[src/design/mps_pkg.sv]
// Package for the memory pattern search core: transaction types, configuration
// record, mode and register index codes. No dependencies.
`default_nettype none

package mps_pkg;

	localparam int unsigned REG_PATTERN_BYTES = 16;
	localparam int unsigned LEN_W             = 5;
	localparam int unsigned OFFSET_W          = 32;
	localparam int unsigned CFG_DATA_W        = 64;
	localparam int unsigned CFG_IDX_W         = 3;

	typedef enum logic [1:0] {
		MODE_ANY   = 2'd0,
		MODE_WORD4 = 2'd1,
		MODE_WORD8 = 2'd2,
		MODE_WORD16 = 2'd3
	} mode_t;

	typedef enum logic [CFG_IDX_W-1:0] {
		REG_SEARCH_MODE  = 3'd0,
		REG_PATTERN_LEN  = 3'd1,
		REG_PATTERN_LOW  = 3'd2,
		REG_PATTERN_HIGH = 3'd3,
		REG_BASE_ADDRESS = 3'd4
	} reg_index_t;

	typedef struct packed {
		logic [7:0] data_byte;
		logic       last_byte;
	} in_item_t;

	typedef struct packed {
		logic                found;
		logic [OFFSET_W-1:0] match_offset;
		logic [OFFSET_W-1:0] match_address;
	} out_item_t;

	typedef struct packed {
		mode_t               search_mode;
		logic [LEN_W-1:0]    pattern_len;
		logic [63:0]         pattern_low;
		logic [63:0]         pattern_high;
		logic [OFFSET_W-1:0] base_address;
	} cfg_t;

endpackage

`default_nettype wire

[src/design/mps_in_reg.sv]
// Input stage of the pattern search: registers one byte transaction and
// raises stall while it cannot move on. Depends on mps_pkg.
`default_nettype none

module mps_in_reg (
	input  wire logic             clk,
	input  wire logic             arst_n,
	input  wire logic             byte_valid,
	output logic                  byte_stall,
	input  wire mps_pkg::in_item_t byte_item,
	input  wire logic             advance,
	output logic                  valid_s1,
	output mps_pkg::in_item_t     item_s1
);
	import mps_pkg::*;

	logic load;

	assign byte_stall = valid_s1 && !advance;
	assign load       = byte_valid && !byte_stall;

	always_ff @(posedge clk or negedge arst_n) begin
		if (!arst_n) begin
			valid_s1 <= 1'b0;
		end else if (load) begin
			valid_s1 <= 1'b1;
		end else if (advance) begin
			valid_s1 <= 1'b0;
		end
	end

	always_ff @(posedge clk) begin
		if (load) begin
			item_s1 <= byte_item;
		end
	end

endmodule

`default_nettype wire

[src/design/mps_match.sv]
// Window, byte count and match logic of the pattern search: shifts a byte in,
// compares every pattern length in parallel and forms the result. Depends on mps_pkg.
`default_nettype none

module mps_match #(
	parameter int unsigned MAX_PATTERN = 16
) (
	input  wire logic              clk,
	input  wire logic              arst_n,
	input  wire logic              take,
	input  wire mps_pkg::in_item_t item_s1,
	input  wire mps_pkg::cfg_t     cfg,
	output logic                   res_valid,
	output mps_pkg::out_item_t     res
);
	import mps_pkg::*;

	localparam int unsigned FILL_W = $clog2(MAX_PATTERN + 1);
	localparam int unsigned CMP_W  = (FILL_W > LEN_W) ? FILL_W : LEN_W;

	logic [7:0]          window_q [MAX_PATTERN];
	logic [7:0]          win_next [MAX_PATTERN];
	logic [FILL_W-1:0]   fill_q;
	logic [FILL_W-1:0]   fill_next;
	logic [OFFSET_W-1:0] count_q;
	logic                done_q;

	logic [8*REG_PATTERN_BYTES-1:0] pat_all;
	logic [LEN_W-1:0]    len_eff;
	logic [REG_PATTERN_BYTES:0] match_by_len;
	logic [OFFSET_W-1:0] start;
	logic [OFFSET_W-1:0] start_sel;
	logic                even_ok;
	logic                fill_ok;
	logic                hit;

	assign pat_all = {cfg.pattern_high, cfg.pattern_low};

	always_comb begin
		win_next[0] = item_s1.data_byte;
		for (int j = 1; j < MAX_PATTERN; j++) begin
			win_next[j] = window_q[j-1];
		end
	end

	assign fill_next = (fill_q == FILL_W'(MAX_PATTERN)) ? fill_q : fill_q + FILL_W'(1);

	always_comb begin
		case (cfg.search_mode)
			MODE_ANY: begin
				len_eff = (cfg.pattern_len > LEN_W'(REG_PATTERN_BYTES)) ?
					LEN_W'(REG_PATTERN_BYTES) : cfg.pattern_len;
			end
			MODE_WORD4:  len_eff = LEN_W'(4);
			MODE_WORD8:  len_eff = LEN_W'(8);
			MODE_WORD16: len_eff = LEN_W'(16);
			default:     len_eff = LEN_W'(16);
		endcase
	end

	// one comparator row per pattern length; the newest byte meets the pattern's last byte
	assign match_by_len[0] = 1'b1;
	for (genvar L = 1; L <= REG_PATTERN_BYTES; L++) begin : g_len
		if (L <= MAX_PATTERN) begin : g_fits
			always_comb begin
				match_by_len[L] = 1'b1;
				for (int k = 0; k < L; k++) begin
					if (win_next[L-1-k] != pat_all[8*k +: 8]) begin
						match_by_len[L] = 1'b0;
					end
				end
			end
		end else begin : g_too_long
			assign match_by_len[L] = 1'b0;
		end
	end

	assign start     = count_q + OFFSET_W'(1) - OFFSET_W'(len_eff);
	assign start_sel = (len_eff == '0) ? count_q : start;
	assign even_ok   = (cfg.search_mode == MODE_ANY) || !start[0];
	assign fill_ok   = CMP_W'(fill_next) >= CMP_W'(len_eff);
	assign hit       = (len_eff == '0) || (fill_ok && even_ok && match_by_len[len_eff]);

	assign res_valid         = !done_q && (hit || item_s1.last_byte);
	assign res.found         = hit;
	assign res.match_offset  = hit ? start_sel : '0;
	assign res.match_address = hit ? cfg.base_address + start_sel : '0;

	always_ff @(posedge clk or negedge arst_n) begin
		if (!arst_n) begin
			fill_q  <= '0;
			count_q <= '0;
			done_q  <= 1'b0;
		end else if (take) begin
			if (item_s1.last_byte) begin
				fill_q  <= '0;
				count_q <= '0;
				done_q  <= 1'b0;
			end else begin
				fill_q  <= fill_next;
				count_q <= count_q + OFFSET_W'(1);
				done_q  <= done_q || hit;
			end
		end
	end

	always_ff @(posedge clk) begin
		if (take) begin
			for (int j = 0; j < MAX_PATTERN; j++) begin
				window_q[j] <= win_next[j];
			end
		end
	end

endmodule

`default_nettype wire

[src/design/mps_out_reg.sv]
// Result register of the pattern search: holds one result transaction until
// the receiver takes it. Depends on mps_pkg.
`default_nettype none

module mps_out_reg (
	input  wire logic               clk,
	input  wire logic               arst_n,
	input  wire logic               take,
	input  wire logic               res_valid,
	input  wire mps_pkg::out_item_t res,
	output logic                    free,
	output logic                    result_valid,
	input  wire logic               result_stall,
	output mps_pkg::out_item_t      result_item
);
	import mps_pkg::*;

	assign free = !result_valid || !result_stall;

	always_ff @(posedge clk or negedge arst_n) begin
		if (!arst_n) begin
			result_valid <= 1'b0;
		end else if (free) begin
			result_valid <= take && res_valid;
		end
	end

	always_ff @(posedge clk) begin
		if (free && take && res_valid) begin
			result_item <= res;
		end
	end

endmodule

`default_nettype wire

[src/design/memory_pattern_search_core.sv]
// Top level of the memory pattern search core: configuration registers and the
// input, match and result stages. Depends on mps_pkg, mps_in_reg, mps_match, mps_out_reg.
`default_nettype none

// Streams a memory region one byte per transaction, offset 0 first, and reports
// the first place where the configured pattern lies wholly inside the region.
// Mode 0 matches pattern_len bytes (0 matches at once, above 16 counts as 16)
// at any offset; modes 1, 2 and 3 match 4, 8 or 16 bytes at even offsets only.
// Each region gives exactly one result: found with offset and base plus offset
// at the byte that completes the first match, or found cleared with zeros at the
// byte flagged last_byte; later bytes of a matched region give nothing. The core
// takes one byte every cycle while byte_stall is low: the byte is registered,
// compared against all pattern lengths at once in a single stage, and its result
// is written into the result register as the byte moves on. Stall on the byte side only rises
// while a result is held waiting and another byte is pending. Configuration is
// written through cfg_we/cfg_index/cfg_data while no transaction is in flight.
module memory_pattern_search_core #(
	parameter int unsigned MAX_PATTERN = 16
) (
	input  wire logic                         clk,
	input  wire logic                         arst_n,
	input  wire logic                         cfg_we,
	input  wire logic [mps_pkg::CFG_IDX_W-1:0] cfg_index,
	input  wire logic [mps_pkg::CFG_DATA_W-1:0] cfg_data,
	input  wire logic                         byte_valid,
	output logic                              byte_stall,
	input  wire mps_pkg::in_item_t            byte_item,
	output logic                              result_valid,
	input  wire logic                         result_stall,
	output mps_pkg::out_item_t                result_item
);
	import mps_pkg::*;

	cfg_t      cfg_q;
	logic      valid_s1;
	in_item_t  item_s1;
	logic      advance;
	logic      take;
	logic      res_valid;
	out_item_t res;

	// Configuration registers; writes beyond the list drop silently
	always_ff @(posedge clk or negedge arst_n) begin
		if (!arst_n) begin
			cfg_q.search_mode  <= MODE_ANY;
			cfg_q.pattern_len  <= LEN_W'(1);
			cfg_q.pattern_low  <= '0;
			cfg_q.pattern_high <= '0;
			cfg_q.base_address <= '0;
		end else if (cfg_we) begin
			case (cfg_index)
				REG_SEARCH_MODE:  cfg_q.search_mode  <= mode_t'(cfg_data[1:0]);
				REG_PATTERN_LEN:  cfg_q.pattern_len  <= cfg_data[LEN_W-1:0];
				REG_PATTERN_LOW:  cfg_q.pattern_low  <= cfg_data[63:0];
				REG_PATTERN_HIGH: cfg_q.pattern_high <= cfg_data[63:0];
				REG_BASE_ADDRESS: cfg_q.base_address <= cfg_data[OFFSET_W-1:0];
				default: ;
			endcase
		end
	end

	// The registered byte moves on whenever the result register has room
	assign take = valid_s1 && advance;

	mps_in_reg u_in_reg (
		.clk        (clk),
		.arst_n     (arst_n),
		.byte_valid (byte_valid),
		.byte_stall (byte_stall),
		.byte_item  (byte_item),
		.advance    (advance),
		.valid_s1   (valid_s1),
		.item_s1    (item_s1)
	);

	mps_match #(
		.MAX_PATTERN (MAX_PATTERN)
	) u_match (
		.clk       (clk),
		.arst_n    (arst_n),
		.take      (take),
		.item_s1   (item_s1),
		.cfg       (cfg_q),
		.res_valid (res_valid),
		.res       (res)
	);

	mps_out_reg u_out_reg (
		.clk          (clk),
		.arst_n       (arst_n),
		.take         (take),
		.res_valid    (res_valid),
		.res          (res),
		.free         (advance),
		.result_valid (result_valid),
		.result_stall (result_stall),
		.result_item  (result_item)
	);

`ifndef SYNTHESIS
	// A miss reports zero offset and zero address
	assert property (@(posedge clk) disable iff (!arst_n)
		result_valid && !result_item.found |->
			result_item.match_offset == '0 && result_item.match_address == '0)
		else $error("miss result carries a non-zero offset or address");

	// Byte-side stall only comes from a result held by the receiver
	assert property (@(posedge clk) disable iff (!arst_n)
		byte_stall |-> result_valid && result_stall && valid_s1)
		else $error("byte stall without back-pressure on the result side");

	// An empty input stage with room in the result register leaves the result register empty
	assert property (@(posedge clk) disable iff (!arst_n)
		advance && !take |=> !result_valid)
		else $error("result register filled without a transaction");
`endif

endmodule

`default_nettype wire
[config.mk]
export PLATFORM = sky130hd
export DESIGN_NAME = memory_pattern_search_core
export DESIGN_NICKNAME = d
export VERILOG_FILES = /design/src/design/mps_pkg.sv /design/src/design/mps_in_reg.sv /design/src/design/mps_match.sv /design/src/design/mps_out_reg.sv /design/src/design/memory_pattern_search_core.sv
export SDC_FILE = /design/constraint.sdc
export NUM_CORES = 1
export LEC_CHECK = 0
export ABC_AREA = 1
export ABC_CLOCK_PERIOD_IN_PS = 5710
export BUFFER_PORTS_ARGS = -buffer_cell sky130_fd_sc_hd__buf_2
export CORE_ASPECT_RATIO = 1.5
export CORE_MARGIN = 3
export CORE_UTILIZATION = 40
export CTS_BUF_LIST = sky130_fd_sc_hd__clkbuf_8
export CTS_CLUSTER_DIAMETER = 200
export DETAILED_ROUTE_END_ITERATION = 7
export HOLD_SLACK_MARGIN = 0.15
export PLACE_DENSITY = 0.59
export SLEW_MARGIN = 20
export SYNTH_ARGS = -nofsm -noshare
export SYNTH_HDL_FRONTEND = slang
export SYNTH_SLANG_ARGS = --single-unit
[constraint.sdc]
create_clock -name clk -period 5.71 [get_ports clk]
set_input_delay 0.571 -clock clk [delete_from_list [all_inputs] [get_ports clk]]
set_output_delay 0.571 -clock clk [all_outputs]
set_load 0.005 [all_outputs]
==> results of run 1 <==
-- cells in the mapped netlist, types with 44 or more instances --
cell type	count	area, µm²
nand2_1	1643	6167
nor2_1	533	2001
inv_1	402	1509
xnor2_1	357	3127
xor2_1	259	2268
o21ai_0	249	1246
dfrtp_1	206	5155
buf_2	195	975.9
edfxtp_1	194	5826
nand4_1	169	1057
nand3_1	132	660.6
nor3_1	80	400.4
clkbuf_1	76	285.3
o22ai_1	71	444.2
a21oi_1	66	330.3
ha_1	44	550.5
-- metal layers --
layer / overflow / GRT usage
met1: 0 / 0.6243
met2: 5 / 0.8266
met3: 0 / 0.3867
met4: 4 / 0.5957
met5: 0 / 0.1138
-- what timing repair did --
item / 4_1_cts
endpoints found under the hold margin: 186
hold buffers: 65
buffers inserted: 0
-- metrics by stage --
step	instance area (µm²)	utilization	hold slack [ps]	setup WS [ps]
2_1_floorplan	33690	-	275.4	758.6
3_3_place_gp	36290	0.4374	462.9	196.1
3_5_place_dp	36290	0.4374	476.7	142.0
4_1_cts	38280	0.4615	153.1	124.5
-- cells by family after synthesis --
| group | synth area share |
|---|---|
| xor+xnor | 0.1637 |
| flops | 0.3267 |
| compound gates | 0.07265 |
| buf+inv | 0.09683 |
| fa+ha+maj | 0.01753 |
| simple gates | 0.3225 |
==> results_dict.tcl, run 1 <==
set metrics [dict create \
    grt_pass1_vias 40350 \
    yosysSeqAreaShare 0.3267 \
    grt_pass1_wl_um 367700 \
    gp_congestion 1.257 \
    postSynthAreaPerCell_um2 6.886 \
    dpl.hpwl_um 186900 \
    rows 129 \
    status "aborted with a tool error" \
    yosys_warnings 0 \
    grt_usage 0.6121 \
    die_h_um 361.4 \
    async_flop_share 0.5162 \
    htreeDepth 3 \
    ctsResizeCount 0 \
    ys_ff_latch 401 \
    placed_cells 6104 \
    port_buffers 147 \
    io_pins 148 \
    numCtsBuffers 69 \
    initial_core_util 0.4061 \
    synth_cell_types 51 \
    grt_max_degree 147 \
    ys.flop_type "dfrtp_1" \
    haltStage "5_1_grt" \
    clock-sinks 401 \
    die_w_um 243.0 \
    stop_error "[ERROR GRT-0116] Global routing finished with congestion. Check the congestion regions in the DRC Viewer." \
    syn_inst 4892 \
    synth_edf_count 194 \
    gr-total-overflow 9 \
    synth_nets 5019 \
    clockBufferDepth 3 \
    root_buffer "clkbuf_8" \
    synthesis.area_um2 33690 \
]
==> run 2, diff against run 1 <==
--- a/config.mk
+++ b/config.mk
@@ -8,14 +8,10 @@
 export ABC_AREA = 1
 export ABC_CLOCK_PERIOD_IN_PS = 5710
 export BUFFER_PORTS_ARGS = -buffer_cell sky130_fd_sc_hd__buf_2
-export CORE_ASPECT_RATIO = 1.5
 export CORE_MARGIN = 3
-export CORE_UTILIZATION = 40
-export CTS_BUF_LIST = sky130_fd_sc_hd__clkbuf_8
-export CTS_CLUSTER_DIAMETER = 200
+export CORE_UTILIZATION = 25
 export DETAILED_ROUTE_END_ITERATION = 7
-export HOLD_SLACK_MARGIN = 0.15
-export PLACE_DENSITY = 0.59
+export PLACE_DENSITY_LB_ADDON = 0.15
 export SLEW_MARGIN = 20
 export SYNTH_ARGS = -nofsm -noshare
 export SYNTH_HDL_FRONTEND = slang
==> run 2 against run 1 <==
The run now ends clean; synthesized cell count did not move; area after synthesis unchanged.
==> results_dict.tcl, run 2 <==
set metrics [dict create \
    area_delta_synth_final_pct 15.94 \
    regMostFlops "cfg_q" \
    power_density_nw_per_um2 541.1 \
    synthesis.area_um2 33690 \
    synth.most_common_cell "nand2_1" \
    maxSlewViolCount 0 \
    gr-total-overflow 0 \
    vias 37730 \
    period_needed_ps 5288 \
    finClkSkew_ps 46.07 \
    setup_viol 0 \
    synthTopCellsByCount "nand2_1, nor2_1, inv_1" \
    clock-sinks 401 \
    yosysSeqAreaShare 0.3267 \
    rrSetupSlack_ps 420 \
    synthSimpleGateAreaFrac 0.3225 \
    worstHoldStart "byte_item[0]" \
    fin_util 0.2923 \
    routed_via_density 5.480 \
    tns_ps 0 \
    port_buffers 147 \
    coreArea_um2 133600 \
    path_clk_slew_ps 60 \
    htreeDepth 2 \
    critPathArrivalTime_ps 5730 \
    r2r-start "cfg_q[166]$_DFFE_PN0P_" \
    grt_pass1_vias 34810 \
    largest_register_ff_count 167 \
    io_pins 148 \
    wl_um 262500 \
    grtUsageMet2 0.4972 \
    total_power_mw 21.13 \
    worstSetupPathDepth 29 \
    numCtsBuffers 51 \
    syn_inst 4892 \
    crit_family "compound AO/OA/AOI/OAI gates" \
    worst-r2r-cell-count 29 \
    rows 134 \
    use_met3 0.1367 \
    synth_top_family_by_area "simple AND/OR/NAND/NOR gates" \
    period_share 0.9261 \
    crit_required_ps 6150 \
    wl_per_cell_um 38.12 \
    drt_pass1_iterations 8 \
    drive_gt1_frac 0.1249 \
    grt_pass1_wl_um 340100 \
    grt_usage 0.3641 \
    slew_headroom 0.1906 \
    synthMuxAreaShare 0 \
    synth_cell_types 51 \
    busiest_layer "met2" \
    p_leak_nw 17.58 \
    grt_antenna_before_repair 23 \
    min_delay_path_depth 1 \
    synth_nets 5019 \
    synth_xor_area_frac 0.1637 \
    synth_area_leaders "nand2_1, edfxtp_1, dfrtp_1" \
    finalHoldViolations 0 \
    crit_buf_inv 6 \
    met1_usage 0.4845 \
    worstSetupEndpointType "register" \
    most-common-layout-cells "nand2_1, nor2_1, inv_1" \
    vdd_drop_max_uv 261.2 \
    fillers 14900 \
    drv_cap 0 \
    synth-compound-area-share 0.07265 \
    yosys.area.top_type "nand2_1" \
    yosys_warnings 0 \
    largest_registers "cfg_q: 167 flops, u_match.window_q: 120 flops, u_out_reg.result_item: 65 flops" \
    gp_congestion 1.151 \
    synth_fa_ha_area_frac 0.01753 \
    crit_type "register to register" \
    die_area_um2 139200 \
    ys.flop_type "dfrtp_1" \
    reg2reg_to "u_out_reg.result_item[22]$_SDFFCE_PN0P_" \
    postSynthAreaPerCell_um2 6.886 \
    grt_max_degree 116 \
    ys_ff_latch 401 \
    synth_edf_count 194 \
    detail-route-antenna-nets 0 \
    clock_latency_ps 690 \
    dpl.hpwl_um 203600 \
    fmax_ghz 0.1891 \
    async_flop_share 0.5162 \
    crit_path_start_kind "register" \
    min_to "u_in_reg.item_s1[0]$_DFFE_PP_" \
    cpPeakStageDelay_ps 460 \
    die_h_um 373.1 \
    synth_top_area_share 0.1831 \
    worst_pin_slew_ps 1214 \
    cp_slowest_cell "fa_1" \
    root_buffer "clkbuf_16" \
    initial_core_util 0.2521 \
    die_w_um 373.1 \
    hold_path.class "primary input to register" \
    critical_path.max_fanout 5 \
    cts_tree "yes" \
    status "complete, no violations" \
    clockBufferDepth 3 \
    layout_commonest_cell "nand2_1" \
    dr.first_iter.drc_count 6368 \
    drc 0 \
    final_nets 5193 \
]
[run 2: cell counts after synthesis]
Identical to the previous run, type by type.
[run 2: worst max path at each step]
stage                     slack (ps)                                 endpoint              startpoint
final                            420  u_out_reg.result_item[22]$_SDFFCE_PN0P_  cfg_q[166]$_DFFE_PN0P_
after floorplan                  760         u_match.window_q[0][0]$_DFFE_PP_            result_stall
after global placement           260  u_out_reg.result_item[22]$_SDFFCE_PN0P_  cfg_q[165]$_DFFE_PN0P_
after global routing              -4  u_out_reg.result_item[31]$_SDFFCE_PN0P_  cfg_q[165]$_DFFE_PN0P_
after detailed placement         280  u_out_reg.result_item[22]$_SDFFCE_PN0P_  cfg_q[166]$_DFFE_PN0P_
after CTS                        250  u_out_reg.result_item[22]$_SDFFCE_PN0P_  cfg_q[165]$_DFFE_PN0P_
[run 2: where the power goes]
part | leakage [nW] | internal, mW | switching [mW] | total, mW
Combinational | 12.2 | 3.55 | 8.91 | 12.5
Clock | 0.828 | 1.88 | 1.48 | 3.36
Sequential | 4.51 | 3.96 | 1.35 | 5.32
Total | 17.6 | 9.39 | 11.7 | 21.1
[run 2: cells by family after synthesis]
group	Yosys count
compound gates	443
xor+xnor	622
fa+ha+maj	46
buf+inv	750
flops	401
simple gates	2630
[run 2: through the flow]
stage	setup WS [ps]	area [µm²]	hold WS [ps]	instances
after floorplan	758.6	33690	275.4	4892
after global placement	255.4	37310	464.6	6780
after detailed placement	282.0	37310	477.5	6780
after CTS	254.4	39020	12.29	6876
after global routing	-3.501	39040	26.14	6877
final	421.8	39060	64.11	6885
[run 2: what timing repair did]
action                     in CTS  in global routing
hold endpoints to repair       92                  0
resized for setup               0                  5
setup endpoints to repair       0                 13
hold buffers                    1                  0
buffers inserted                0                  0
[run 2: layout make-up]
type                       instances  area (µm²)  area share
antenna                            9       22.52   0.0005766
multi-input combinational       3741       19460      0.4982
clock buffer                      74        1454     0.03722
tap                             1768        2212     0.05664
timing repair buffer             436        3005     0.07695
clock inverter                    21       249.0    0.006375
inverter                         435        1640     0.04200
sequential                       401       11010      0.2820
[run 2: metal layers]
| layer | wire length (µm) | vias up |
|---|---|---|
| met5 | 190 | - |
| met4 | 18990 | 20 |
| met3 | 33450 | 729 |
| met2 | 101100 | 2799 |
| met1 | 108700 | 18410 |
| li1 | - | 15770 |
No activity file was read; power rests on OpenSTA's default activity.
==> run 3, diff against run 2 <==
--- a/config.mk
+++ b/config.mk
@@ -8,6 +8,8 @@
 export ABC_AREA = 1
 export ABC_CLOCK_PERIOD_IN_PS = 5710
 export BUFFER_PORTS_ARGS = -buffer_cell sky130_fd_sc_hd__buf_2
+export CELL_PAD_IN_SITES_DETAIL_PLACEMENT = 1
+export CELL_PAD_IN_SITES_GLOBAL_PLACEMENT = 2
 export CORE_MARGIN = 3
 export CORE_UTILIZATION = 25
 export DETAILED_ROUTE_END_ITERATION = 7
==> constraint.sdc (replaced) <==
create_clock -name clk -period 5.71 [get_ports clk]
set_input_delay 1.713 -clock clk [delete_from_list [all_inputs] [get_ports clk]]
set_output_delay 1.713 -clock clk [all_outputs]
set_load 0.005 [all_outputs]
==> run 3 against run 2 <==
Fmax is 3.8% higher; sequential power is 3% higher; first-iteration DRC count is 28% lower; routed wire length is 0.91% higher; sequential share of layout area hardly changed; critical path type unchanged; critical endpoint unchanged; largest power group unchanged.
==> results_dict.tcl, run 3 (synthesis results as in run 2) <==
set metrics [dict create \
    rsz0062_at_grt "false" \
    cts_tree "yes" \
    vdd_drop_max_uv 250.8 \
    layout_commonest_cell "nand2_1" \
    dpl.hpwl_um 207000 \
    dr.first_iter.drc_count 4563 \
    clockBufferDepth 3 \
    period_needed_ps 5095 \
    cts_hold_buf 0 \
    critPathArrivalTime_ps 5520 \
    drv_cap 0 \
    setup_viol 0 \
    fin_cells 6879 \
    slew_headroom 0.2063 \
    initial_core_util 0.2521 \
    worstSetupEndpointType "register" \
    critical_path.max_fanout 6 \
    gp_congestion 1.083 \
    die_area_um2 139200 \
    path_common_cell "nand2_1" \
    largest_register_ff_count 167 \
    gr-total-overflow 0 \
    drc 0 \
    drt_pass1_iterations 6 \
    min_delay_path_depth 2 \
    placed_cells 6769 \
    worst-r2r-cell-count 30 \
    worst_pin_slew_ps 1183 \
    period_share 0.8922 \
    wl_per_cell_um 38.50 \
    grt_pass1_vias 37100 \
    tns_ps 0 \
    finClkSkew_ps 27.19 \
    die_w_um 373.1 \
    cp_slowest_cell "dfrtp_1" \
    clock_latency_ps 670 \
    crit_required_ps 6130 \
    drive_gt1_frac 0.1225 \
    ctsResizeCount 0 \
    power_density_nw_per_um2 541.4 \
    io_pins 148 \
    status "complete, no violations" \
    regMostFlops "cfg_q" \
    cpPeakStageDelay_ps 450 \
    fmax_ghz 0.1963 \
    port_buffers 147 \
    hold_path.class "register to register" \
    routed_via_density 5.438 \
    path_clk_slew_ps 60 \
    grt_antenna_before_repair 18 \
    grt_max_degree 89 \
    grt_usage 0.3702 \
    finalHoldViolations 0 \
    numCtsBuffers 55 \
    root_buffer "clkbuf_16" \
    cts_setup_buffers 0 \
    area_delta_synth_final_pct 16.09 \
    die_h_um 373.1 \
    maxSlewViolCount 0 \
    rrSetupSlack_ps 620 \
    p_leak_nw 17.58 \
    crit_type "register to register" \
    largest_registers "cfg_q: 167 flops, u_match.window_q: 120 flops, u_out_reg.result_item: 65 flops" \
    rows 134 \
    final_nets 5185 \
    crit_path_start_kind "register" \
    htreeDepth 2 \
    wl_um 264800 \
    detail-route-antenna-nets 0 \
    vias 37410 \
    most-common-layout-cells "nand2_1, nor2_1, inv_1" \
    coreArea_um2 133600 \
    clock-sinks 401 \
    grt_pass1_wl_um 348900 \
]
run 3: cell type report:
class	instances	area, µm²
Antenna cell	7	17.52
Clock buffer	77	1489
Clock inverter	26	345.3
Fill cell	16580	94520
Inverter	435	1640
Multi-Input combinational cell	3741	19480
Sequential cell	401	11010
Tap cell	1768	2212
Timing Repair Buffer	424	2913
run 3: metal layers:
layer | share of wire | global-route usage | vias to the layer above
met5 | 0.00035 | 0 | -
met4 | 0.094 | 0.2834 | 16
met3 | 0.081 | 0.06544 | 714
met2 | 0.42 | 0.5579 | 2230
met1 | 0.40 | 0.4703 | 18710
li1 | - | - | 15740
run 3: worst paths after layout:
check | start | to
min in group asynchronous | arst_n | u_out_reg.result_valid$_DFFE_PN0N_
hold reg to reg | u_match.done_q$_DFFE_PN0P_ | u_match.done_q$_DFFE_PN0P_
max in group asynchronous | arst_n | cfg_q[74]$_DFFE_PN0P_
hold / removal | u_match.done_q$_DFFE_PN0P_ | u_match.done_q$_DFFE_PN0P_
setup reg to reg | u_match.count_q[0]$_DFFE_PN0P_ | u_out_reg.result_item[22]$_SDFFCE_PN0P_
setup / recovery | u_match.count_q[0]$_DFFE_PN0P_ | u_out_reg.result_item[22]$_SDFFCE_PN0P_
run 3: critical path, delay by kind of cell (launching register included):
| family | cells | cell delay [ps] |
|---|---|---|
| compound gates | 8 | 1630 |
| simple gates | 11 | 1120 |
| fa+ha+maj | 3 | 910 |
| buf+inv | 7 | 550 |
| flops | 1 | 450 |
| xor+xnor | 1 | 170 |
run 3: power breakdown:
part           leakage, nW  total [mW]  switching, mW  internal, mW
combinational         12.2        12.1           8.59          3.49
sequential            4.51        5.46           1.50          3.96
clock                0.872        3.62           1.49          2.13
total                 17.6        21.2           11.6          9.59
run 3: per-stage QoR:
stage | utilization | total power [mW] | area, µm² | worst slack [ps] | hold WS (ps)
3_5_place_dp | 0.2786 | 17.08 | 37220 | 286.0 | 471.5
4_1_cts | 0.2923 | 20.81 | 39060 | 309.0 | 485.5
2_1_floorplan | - | 11.07 | 33690 | 1139 | 420.6
6_report | 0.2927 | 21.17 | 39110 | 615.3 | 479.4
5_1_grt | 0.2925 | 21.93 | 39090 | 34.89 | 520.6
3_3_place_gp | 0.2786 | 17.15 | 37220 | 250.1 | 467.5
